--- src/rtl/core/qspd_pkg.sv ---
`default_nettype none

package qspd_pkg;

   // length limits and counter widths
   localparam int NameLimit      = 255;
   localparam int ValueLimit     = 1023;
   localparam int NameLenWidth   = $clog2(NameLimit + 1);
   localparam int ValueLenWidth  = $clog2(ValueLimit + 1);

   // bundle queue between front and back
   localparam int QueueDepth     = 4;
   localparam int QueuePtrWidth  = $clog2(QueueDepth);
   localparam int QueueCntWidth  = $clog2(QueueDepth + 1);

   // result kinds
   localparam logic [2:0] KindName      = 3'd0;
   localparam logic [2:0] KindNameEnd   = 3'd1;
   localparam logic [2:0] KindValue     = 3'd2;
   localparam logic [2:0] KindPairEnd   = 3'd3;
   localparam logic [2:0] KindPairEmpty = 3'd4;

   // up to three results caused by one input transfer
   typedef struct packed {
      logic [1:0]      count;
      logic [2:0][2:0] kind;
      logic [2:0][7:0] chr;
   } bundle_type;

   // hex digit decode: bit 4 is valid, bits 3:0 the digit value
   function automatic logic [4:0] hex_decode(input logic [7:0] c);
      logic [4:0] r;
      r = 5'd0;
      if (c >= 8'h30 && c <= 8'h39) begin
         r = {1'b1, 4'(c - 8'h30)};
      end else if (c >= 8'h41 && c <= 8'h46) begin
         r = {1'b1, 4'(c - 8'h37)};
      end else if (c >= 8'h61 && c <= 8'h66) begin
         r = {1'b1, 4'(c - 8'h57)};
      end
      return r;
   endfunction

endpackage

`default_nettype wire

--- src/rtl/core/qspd_front.sv ---
`default_nettype none

module qspd_front (
   input  wire logic               clock,
   input  wire logic               reset,
   input  wire logic               req_valid,
   output logic                    req_ready,
   input  wire logic               req_mode,
   input  wire logic [7:0]         req_char_in,
   input  wire logic               queue_full,
   output logic                    push,
   output qspd_pkg::bundle_type    push_data
);

   localparam logic [1:0] EscIdle    = 2'd0;
   localparam logic [1:0] EscPercent = 2'd1;
   localparam logic [1:0] EscDigit   = 2'd2;

   localparam logic [7:0] CharEq    = 8'h3D;
   localparam logic [7:0] CharAmp   = 8'h26;
   localparam logic [7:0] CharPlus  = 8'h2B;
   localparam logic [7:0] CharPct   = 8'h25;
   localparam logic [7:0] CharSpace = 8'h20;

   logic                                in_value_ff, in_value_in;
   logic                                pair_open_ff, pair_open_in;
   logic [qspd_pkg::NameLenWidth-1:0]   name_len_ff, name_len_in;
   logic [qspd_pkg::ValueLenWidth-1:0]  value_len_ff, value_len_in;
   logic [1:0]                          escape_phase_ff, escape_phase_in;
   logic [7:0]                          held_digit_ff, held_digit_in;
   logic [4:0]                          hex_in;
   logic [4:0]                          hex_held;
   qspd_pkg::bundle_type                b;
   logic                                accept;

   // pending escape flushed, then the pair end marker
   function automatic qspd_pkg::bundle_type flush_end(input logic [1:0] phase,
                                                       input logic [7:0] held);
      qspd_pkg::bundle_type r;
      r = '0;
      case (phase)
         EscIdle: begin
            r.count   = 2'd1;
            r.kind[0] = qspd_pkg::KindPairEnd;
         end
         EscPercent: begin
            r.count   = 2'd2;
            r.kind[0] = qspd_pkg::KindValue;
            r.chr[0]  = CharPct;
            r.kind[1] = qspd_pkg::KindPairEnd;
         end
         default: begin
            r.count   = 2'd3;
            r.kind[0] = qspd_pkg::KindValue;
            r.chr[0]  = CharPct;
            r.kind[1] = qspd_pkg::KindValue;
            r.chr[1]  = held;
            r.kind[2] = qspd_pkg::KindPairEnd;
         end
      endcase
      return r;
   endfunction

   assign req_ready = !queue_full;
   assign accept    = req_valid && req_ready;
   assign hex_in    = qspd_pkg::hex_decode(req_char_in);
   assign hex_held  = qspd_pkg::hex_decode(held_digit_ff);

   // classify the byte and build its result bundle
   always_comb begin
      b               = '0;
      in_value_in     = in_value_ff;
      pair_open_in    = pair_open_ff;
      name_len_in     = name_len_ff;
      value_len_in    = value_len_ff;
      escape_phase_in = escape_phase_ff;
      held_digit_in   = held_digit_ff;
      if (req_mode) begin
         if (in_value_ff) begin
            b = flush_end(escape_phase_ff, held_digit_ff);
         end else if (pair_open_ff) begin
            b.count   = 2'd1;
            b.kind[0] = qspd_pkg::KindPairEmpty;
         end
         in_value_in     = 1'b0;
         pair_open_in    = 1'b0;
         name_len_in     = '0;
         value_len_in    = '0;
         escape_phase_in = EscIdle;
         held_digit_in   = '0;
      end else if (!in_value_ff) begin
         pair_open_in = 1'b1;
         if (req_char_in == CharEq) begin
            in_value_in     = 1'b1;
            value_len_in    = '0;
            escape_phase_in = EscIdle;
            held_digit_in   = '0;
            b.count         = 2'd1;
            b.kind[0]       = qspd_pkg::KindNameEnd;
         end else if (name_len_ff <
                      qspd_pkg::NameLenWidth'(qspd_pkg::NameLimit)) begin
            name_len_in = name_len_ff + qspd_pkg::NameLenWidth'(1);
            b.count     = 2'd1;
            b.kind[0]   = qspd_pkg::KindName;
            b.chr[0]    = req_char_in;
         end
      end else if (req_char_in == CharAmp) begin
         b               = flush_end(escape_phase_ff, held_digit_ff);
         in_value_in     = 1'b0;
         pair_open_in    = 1'b0;
         name_len_in     = '0;
         value_len_in    = '0;
         escape_phase_in = EscIdle;
         held_digit_in   = '0;
      end else if (value_len_ff <
                   qspd_pkg::ValueLenWidth'(qspd_pkg::ValueLimit)) begin
         value_len_in = value_len_ff + qspd_pkg::ValueLenWidth'(1);
         case (escape_phase_ff)
            EscIdle: begin
               if (req_char_in == CharPlus) begin
                  b.count   = 2'd1;
                  b.kind[0] = qspd_pkg::KindValue;
                  b.chr[0]  = CharSpace;
               end else if (req_char_in == CharPct) begin
                  escape_phase_in = EscPercent;
               end else begin
                  b.count   = 2'd1;
                  b.kind[0] = qspd_pkg::KindValue;
                  b.chr[0]  = req_char_in;
               end
            end
            EscPercent: begin
               if (hex_in[4]) begin
                  held_digit_in   = req_char_in;
                  escape_phase_in = EscDigit;
               end else begin
                  b.count         = 2'd2;
                  b.kind[0]       = qspd_pkg::KindValue;
                  b.chr[0]        = CharPct;
                  b.kind[1]       = qspd_pkg::KindValue;
                  b.chr[1]        = req_char_in;
                  escape_phase_in = EscIdle;
               end
            end
            default: begin
               if (hex_in[4]) begin
                  b.count   = 2'd1;
                  b.kind[0] = qspd_pkg::KindValue;
                  b.chr[0]  = {hex_held[3:0], hex_in[3:0]};
               end else begin
                  b.count   = 2'd3;
                  b.kind[0] = qspd_pkg::KindValue;
                  b.chr[0]  = CharPct;
                  b.kind[1] = qspd_pkg::KindValue;
                  b.chr[1]  = held_digit_ff;
                  b.kind[2] = qspd_pkg::KindValue;
                  b.chr[2]  = req_char_in;
               end
               escape_phase_in = EscIdle;
               held_digit_in   = '0;
            end
         endcase
      end
   end

   assign push      = accept && (b.count != 2'd0);
   assign push_data = b;

   // parser state
   always_ff @(posedge clock) begin
      if (reset) begin
         in_value_ff     <= 1'b0;
         pair_open_ff    <= 1'b0;
         name_len_ff     <= '0;
         value_len_ff    <= '0;
         escape_phase_ff <= EscIdle;
         held_digit_ff   <= '0;
      end else if (accept) begin
         in_value_ff     <= in_value_in;
         pair_open_ff    <= pair_open_in;
         name_len_ff     <= name_len_in;
         value_len_ff    <= value_len_in;
         escape_phase_ff <= escape_phase_in;
         held_digit_ff   <= held_digit_in;
      end
   end

endmodule

`default_nettype wire

--- src/rtl/core/qspd_queue.sv ---
`default_nettype none

module qspd_queue (
   input  wire logic                   clock,
   input  wire logic                   reset,
   input  wire logic                   push,
   input  wire qspd_pkg::bundle_type   push_data,
   output logic                        full,
   input  wire logic                   pop,
   output logic                        head_valid,
   output qspd_pkg::bundle_type        head_data
);

   qspd_pkg::bundle_type                 entry_ff [qspd_pkg::QueueDepth];
   logic [qspd_pkg::QueuePtrWidth-1:0]   wr_ptr_ff, wr_ptr_in;
   logic [qspd_pkg::QueuePtrWidth-1:0]   rd_ptr_ff, rd_ptr_in;
   logic [qspd_pkg::QueueCntWidth-1:0]   count_ff, count_in;

   assign full       = (count_ff == qspd_pkg::QueueCntWidth'(qspd_pkg::QueueDepth));
   assign head_valid = (count_ff != '0);
   assign head_data  = entry_ff[rd_ptr_ff];

   // pointer and fill count update
   always_comb begin
      wr_ptr_in = push ? wr_ptr_ff + qspd_pkg::QueuePtrWidth'(1) : wr_ptr_ff;
      rd_ptr_in = pop  ? rd_ptr_ff + qspd_pkg::QueuePtrWidth'(1) : rd_ptr_ff;
      count_in  = count_ff;
      if (push && !pop) begin
         count_in = count_ff + qspd_pkg::QueueCntWidth'(1);
      end else if (pop && !push) begin
         count_in = count_ff - qspd_pkg::QueueCntWidth'(1);
      end
   end

   always_ff @(posedge clock) begin
      if (reset) begin
         wr_ptr_ff <= '0;
         rd_ptr_ff <= '0;
         count_ff  <= '0;
      end else begin
         wr_ptr_ff <= wr_ptr_in;
         rd_ptr_ff <= rd_ptr_in;
         count_ff  <= count_in;
      end
   end

   // bundle storage
   always_ff @(posedge clock) begin
      if (push) begin
         entry_ff[wr_ptr_ff] <= push_data;
      end
   end

endmodule

`default_nettype wire

--- src/rtl/core/qspd_back.sv ---
`default_nettype none

module qspd_back (
   input  wire logic                   clock,
   input  wire logic                   reset,
   input  wire logic                   head_valid,
   input  wire qspd_pkg::bundle_type   head_data,
   output logic                        pop,
   output logic                        rsp_valid,
   input  wire logic                   rsp_ready,
   output logic [2:0]                  rsp_kind,
   output logic [7:0]                  rsp_char_out,
   output logic                        rsp_last
);

   logic [1:0] idx_ff, idx_in;
   logic       xfer;
   logic       at_last;

   assign rsp_valid    = head_valid;
   assign at_last      = (idx_ff == 2'(head_data.count - 2'd1));
   assign rsp_kind     = head_data.kind[idx_ff];
   assign rsp_char_out = head_data.chr[idx_ff];
   assign rsp_last     = at_last;
   assign xfer         = rsp_valid && rsp_ready;
   assign pop          = xfer && at_last;

   // walk through the results of the head bundle
   always_comb begin
      idx_in = idx_ff;
      if (xfer) begin
         idx_in = at_last ? 2'd0 : idx_ff + 2'd1;
      end
   end

   always_ff @(posedge clock) begin
      if (reset) begin
         idx_ff <= 2'd0;
      end else begin
         idx_ff <= idx_in;
      end
   end

endmodule

`default_nettype wire

--- src/rtl/core/query_string_pair_decoder_unit.sv ---
// query string pair decoder
//
// req channel: one transfer per query byte (req_mode 0, byte on req_char_in)
// or an end-of-string marker (req_mode 1). rsp channel: name bytes, decoded
// value bytes and pair markers; rsp_last flags the final result of a byte.
// A byte may cause zero to three results.
//
// The front parser takes one byte per cycle while the queue is not full and
// pushes its results as one bundle into a four-entry queue; the back end
// hands them out one per cycle while rsp_ready is high. A byte's results are
// registered in the queue before the back end offers them. Throughput is one
// byte per cycle while each byte yields at most one result; a byte with more
// results holds the output until all are taken, and the queue absorbs short
// bursts of those before req_ready drops. When the receiver stalls, the queue
// fills and req_ready falls once all four entries hold bundles. Reset empties
// the queue and returns the parser to the start of a name with no pair open.
`default_nettype none

module query_string_pair_decoder_unit (
   input  wire logic       clock,
   input  wire logic       reset,
   input  wire logic       req_valid,
   output logic            req_ready,
   input  wire logic       req_mode,
   input  wire logic [7:0] req_char_in,
   output logic            rsp_valid,
   input  wire logic       rsp_ready,
   output logic [2:0]      rsp_kind,
   output logic [7:0]      rsp_char_out,
   output logic            rsp_last
);

   logic                 queue_full;
   logic                 push;
   qspd_pkg::bundle_type push_data;
   logic                 pop;
   logic                 head_valid;
   qspd_pkg::bundle_type head_data;

   // parser and classifier
   qspd_front u_front (
      .clock       (clock),
      .reset       (reset),
      .req_valid   (req_valid),
      .req_ready   (req_ready),
      .req_mode    (req_mode),
      .req_char_in (req_char_in),
      .queue_full  (queue_full),
      .push        (push),
      .push_data   (push_data)
   );

   // result bundle queue
   qspd_queue u_queue (
      .clock      (clock),
      .reset      (reset),
      .push       (push),
      .push_data  (push_data),
      .full       (queue_full),
      .pop        (pop),
      .head_valid (head_valid),
      .head_data  (head_data)
   );

   // result serialiser
   qspd_back u_back (
      .clock        (clock),
      .reset        (reset),
      .head_valid   (head_valid),
      .head_data    (head_data),
      .pop          (pop),
      .rsp_valid    (rsp_valid),
      .rsp_ready    (rsp_ready),
      .rsp_kind     (rsp_kind),
      .rsp_char_out (rsp_char_out),
      .rsp_last     (rsp_last)
   );

endmodule

`default_nettype wire

--- config.mk ---
export PLATFORM = sky130hd
export DESIGN_NAME = query_string_pair_decoder_unit
export DESIGN_NICKNAME = d
export VERILOG_FILES = /design/src/rtl/core/qspd_pkg.sv /design/src/rtl/core/qspd_front.sv /design/src/rtl/core/qspd_queue.sv /design/src/rtl/core/qspd_back.sv /design/src/rtl/core/query_string_pair_decoder_unit.sv
export SDC_FILE = /design/constraint.sdc
export NUM_CORES = 1
export LEC_CHECK = 0
export BUFFER_PORTS_ARGS = -buffer_cell sky130_fd_sc_hd__buf_2
export CELL_PAD_IN_SITES_DETAIL_PLACEMENT = 1
export CELL_PAD_IN_SITES_GLOBAL_PLACEMENT = 1
export CORE_ASPECT_RATIO = 1.25
export CORE_MARGIN = 2
export CORE_UTILIZATION = 50
export DETAILED_ROUTE_END_ITERATION = 12
export PLACE_DENSITY_LB_ADDON = 0.1
export REMOVE_ABC_BUFFERS = 1
export SETUP_SLACK_MARGIN = 0.2
export SYNTH_ARGS = -nofsm -noshare
export SYNTH_HDL_FRONTEND = slang
export SYNTH_SLANG_ARGS = --single-unit
--- constraint.sdc ---
create_clock -name clock -period 6.9 [get_ports clock]
set_clock_uncertainty 0.05 [all_clocks]
set_input_delay 0.69 -clock clock [delete_from_list [all_inputs] [get_ports clock]]
set_output_delay 0.69 -clock clock [all_outputs]
set_load 0.02 [all_outputs]
## Word level (Yosys, flattened, before mapping)

Memories as Yosys holds them, arrays and structs flattened. A register that Yosys moved wholly into a read port is not among the register bits.
Cells that the tools add are included.

| cells by class | value |
|---|---|
| add/sub/neg operators | 14 |
| equal/unequal tests | 14 |
| reduce and logical (&&, ||, !) cells | 27 |
| order comparisons | 15 |
| multiplexer cells | 94 |

Operators with widths:

| cell | count |
|---|---|
| $mux 8 | 20 |
| $mux 35 | 3 |
| $mux 16 | 4 |
| $mux 10 | 5 |
| $pmux 8 s2 | 3 |
| $mux 2 | 19 |
| $eq 8x6->1 const B | 4 |
| $ge 8x7->1 const B | 4 |
| $le 8x7->1 const B | 4 |
| $mux 3 | 8 |
| $mux 5 | 4 |
| $mux 6 | 3 |
| $bmux 8 s2 | 1 |
| $ge 8x6->1 const B | 2 |
| $le 8x6->1 const B | 2 |
| $pmux 2 s2 | 4 |
| $sub 4x3->4 const B | 4 |
| $ne 5x5->1 const B | 3 |
| $mux 1 | 14 |
| $logic_and 1x1->1 | 12 |
| $mux 4 | 3 |
| $pmux 3 s2 | 2 |
| $add 10x1->10 const B | 1 |
| $lt 10x10->1 const B | 1 |
| 24 further kinds | 34 |

| storage, ports and cells | value |
|---|---|
| bits in registers | 39 |
| output and inout bits | 14 |
| memories kept | 1 |
| bits in writable memories | 140 |
| logic and storage cells | 175 |

Memory list:

| name | words | bits a word | rd ports | clocked after memory_dff | write ports | RTL line | source |
|---|---|---|---|---|---|---|---|
| u_queue.entry_ff | 4 | 35 | 1 | 1 | 1 | qspd_queue.sv:14 | `qspd_pkg::bundle_type entry_ff [qspd_pkg::QueueDepth];` |

## Depth between registers and ports, before layout

| depth | value |
|---|---|
| depth after elaboration | 17 |
| depth in mapped cells | 14 |
| depth with buffers taken out | 14 |

## Modules after synthesis

A second synthesis with hierarchy kept.

| unflattened totals | value |
|---|---|
| cells, all modules | 586 |
| area, all modules | 8,287.9 µm² |

Modules (own cells, without submodules):

| module | cells each | instances | area an instance (µm²) |
|---|---|---|---|
| qspd_queue | 227 | 1 | 5,532.8 |
| qspd_front | 305 | 1 | 2,389.8 |
| qspd_back | 54 | 1 | 365.4 |

## Worst setup path before layout

No wires, ideal clock.

| timing | value |
|---|---|
| kind | input-to-reg |
| from | input req_char_in[1] |
| to | memory u_queue.entry_ff[0][0] (netlist bit) (enable) |
| data arrival time | 2.768 ns |
| data required time | 6.457 ns |
| path slack | 3.689 ns |
| setup time | 0.393 ns |
| stages | 9 |
| cell sequence | inv_1 ha_1 nand3_1 o21a_1 a22oi_1 o21ai_2 a2bb2oi_4 inv_2 and2_1 |

| on the way | value |
|---|---|
| longest elaborated chain between the ends | 15 |
| elaborated cells between the ends (all ways) | 30 |

RTL lines:

| item | RTL line | source |
|---|---|---|
| start: declaration | query_string_pair_decoder_unit.sv:25 | `input wire logic [7:0] req_char_in,` |
| $ge 8x7->1 or $le 8x7->1 (tied branches) | qspd_pkg.sv:38 | `end else if (c >= 8'h61 && c <= 8'h66) begin` |
| $logic_and 1x1->1 | qspd_pkg.sv:38 |  |
| $mux 5 | qspd_pkg.sv:38 |  |
| $mux 5 | qspd_pkg.sv:36 | `end else if (c >= 8'h41 && c <= 8'h46) begin` |
| $mux 5 | qspd_pkg.sv:34 | `if (c >= 8'h30 && c <= 8'h39) begin` |
| $mux 2 (on tied branches) | qspd_front.sv:146, qspd_front.sv:133 |  |
| $pmux 2 s2 | qspd_front.sv:118 | `case (escape_phase_ff)` |
| $mux 35 | qspd_front.sv:115 | `end else if (value_len_ff <` |
| $mux 35 | qspd_front.sv:107 | `end else if (req_char_in == CharAmp) begin` |
| $mux 2 * | qspd_front.sv:91 | `end else if (!in_value_ff) begin` |
| $mux 35 * | qspd_front.sv:78 | `if (req_mode) begin` |
| $reduce_bool 2->1 * | qspd_front.sv:166 | `assign push = accept && (b.count != 2'd0);` |
| $logic_and 1x1->1 * | qspd_front.sv:166 |  |
| named net push | query_string_pair_decoder_unit.sv:34 | `logic push;` |
| $mux 1 * | qspd_queue.sv:49 | `if (push) begin` |
| $mux 1 (not written as such) * | qspd_queue.sv:50 | `entry_ff[wr_ptr_ff] <= push_data;` |
| end: declaration | qspd_queue.sv:14 |  |

The timed path passes the listed nets; every way through them passes the cells marked *.

==> results.json <==
{
  "fin_crit_sh": 0.508,
  "worstSetupPathType": "reg2out",
  "synth_enable_flop_cells": 132,
  "grt_pass1_vias": 5399,
  "end_kind": "output port",
  "netlist_area_um2": 8110,
  "synth-seq-cells": 173,
  "wl_met2_um": 10100,
  "antennaDiodeCount": 0,
  "vias": 5047,
  "io_pins": 27,
  "pre_cts_slack_ns": 2.99,
  "final_cell_mix": "edfxtp_1, nor2_1, nand2_1",
  "syn_area_per_cell_um2": 13.4,
  "slew_viol_final": 0,
  "die_area_um2": 17300,
  "final-setup-viol-count": 0,
  "worst-path-max-fanout": 33,
  "top_layer_used": "met4",
  "rsz0062_at_grt": "false",
  "hold_violations": 0,
  "clk_latency_ns": 0.44,
  "finalCriticalPeriod_ns": 3.50,
  "cts_buffers": 17,
  "port_buffers": 26,
  "synth_area_leaders": "edfxtp_1, dfxtp_1, mux4_2",
  "antenna_left": 0,
  "viasPerCell": 5.90,
  "drive_gt1_frac": 0.191,
  "postCtsSetupBuffers": 0,
  "cts_sinks": 173,
  "worst_slack_ns": 3.40,
  "leakage_uw": 0.00309,
  "finalWirelength_um": 19300,
  "peakVddDrop_v": 0.000162,
  "hold_class": "reg2reg",
  "overflow": 0,
  "cts_hold_buf": 0,
  "core_um2": 16000,
  "seq_area_frac_synth": 0.590,
  "clockBufferDepth": 2,
  "first_pass_iters": 5,
  "yosys_warnings": 0,
  "grt_pass1_wl_um": 30900,
  "r2r_slack_ns": 3.43,
  "synth_area_leader_cell": "edfxtp_1",
  "maxCapViolCount": 0,
  "wire_per_inst_um": 22.6,
  "ys_types": 80,
  "groute.usage.overall": 0.237,
  "die_y_um": 146,
  "run_status": "finished, final reports clean",
  "grt_start_max_net_pins": 34,
  "fin_total_pwr_uw": 2600,
  "fmax_mhz": 285,
  "powerDensity_nw_per_um2": 288,
  "drt-met1-wl_um": 8310,
  "wl_met3_um": 482,
  "rows": 52,
  "synth-main-ff-cell": "edfxtp_1",
  "hpwlAfterDp_um": 12600,
  "ctsResizeCount": 0,
  "cts_root_buf": "clkbuf_16",
  "cts_tree": "done",
  "clk_pin_slew_worst_paths_ns": 0.07,
  "antenna_found_initial": 0,
  "startpoint_type": "register",
  "utilization": 0.564,
  "syn_inst": 605,
  "worst_ep_required_time_ns": 6.16,
  "yosysTopAreaCellShare": 0.489,
  "area_growth_pct": 11.3,
  "setup_tns_ns": 0,
  "worstPathArrival_ns": 2.76,
  "die_w_um": 118,
  "drt_iter0_drc": 316,
  "worst_slew_pin_slew_ns": 0.988,
  "htree_levels": 4,
  "slew_headroom": 0.339,
  "route.detailed.drc": 0,
  "start_util": 0.507,
  "gp_congestion": 0.901,
  "fin_nets": 656,
  "ys_async_sr_fraction": 0,
  "layout_commonest_cell": "edfxtp_1"
}
cells in the mapped netlist, drive strengths merged (4+ instances only):
cell      n
a21o      4
a21oi    22
a22o      4
and2     14
and3      5
buf      11
clkbuf   19
dfxtp    41
edfxtp  132
ha       15
inv      23
mux2i    20
mux4     33
nand2    44
nand2b   16
nand3    16
nand4     9
nor2     47
nor2b     4
nor3      6
nor3b     5
o21ai    17
o21bai    4
o22ai    10
or3       4
xnor2     8
xor2     14
area by class of cell:
cell class / instances / area [um2]
flip-flops and latches: 173 / 4790
well taps: 216 / 270
repair buffers: 33 / 183
clock buffers: 17 / 425
clock inverters: 15 / 165
fillers: 1590 / 6980
inverters: 23 / 86.3
multi-input cells: 379 / 3110
path summary, 6_finish.rpt:
| kind | cells after the start | from | end |
|---|---|---|---|
| max | 5 | register | rsp_last |
| min | 2 | u_front.value_len_ff[1] | u_front.value_len_ff[1] |
| max reg2reg | 11 | register | u_queue.count_ff[2] |
| min reg2reg | 2 | u_front.value_len_ff[1] | u_front.value_len_ff[1] |
kinds of logic after synthesis:
group / after synthesis / share of synthesized area
fa+ha+maj: 16 / 0.0256
compound gates: 98 / 0.0930
xor+xnor: 22 / 0.0238
mux: 55 / 0.119
buf+inv: 53 / 0.0264
flops: 173 / 0.590
simple gates: 188 / 0.122
critical path: stages (launching register included):
cell	delay, ns
dfxtp_2	0.32
buf_4	0.55
mux4_2	0.64
xnor2_1	0.25
mux2i_1	0.34
buf_2	0.23
metal layers:
metal,vias up,track usage
met3,26,0.0348
met4,0,0.0940
met5,-,0
li1,2339,-
met1,2599,0.304
met2,83,0.408
report_power, final:
| part | switching (uW) | internal [uW] |
|---|---|---|
| Sequential | 37.7 | 1180 |
| Combinational | 267 | 180 |
| Clock | 453 | 486 |
registers in the layout (all words and copies together), names as in the netlist, named ones only:
signal,cells
u_front.value_len_ff,10
u_front.pair_open_ff,1
u_queue.count_ff,3
u_back.idx_ff,2
u_queue.wr_ptr_ff,2
u_front.in_value_ff,1
u_front.name_len_ff,8
u_queue.entry_ff,132
u_queue.rd_ptr_ff,2
u_front.held_digit_ff,8
u_front.escape_phase_ff,2
stage by stage:
| step | hold WS, ns | cell area [um2] | instances |
|---|---|---|---|
| final | 0.434 | 9030 | 856 |
| after global routing | 0.457 | 9030 | 856 |
| after CTS | 0.440 | 9030 | 856 |
| after detailed placement | 0.429 | 8440 | 824 |
| after global placement | 0.408 | 8440 | 824 |
| after floorplan | 0.388 | 7980 | 575 |
(Power assumes the default switching activity.)
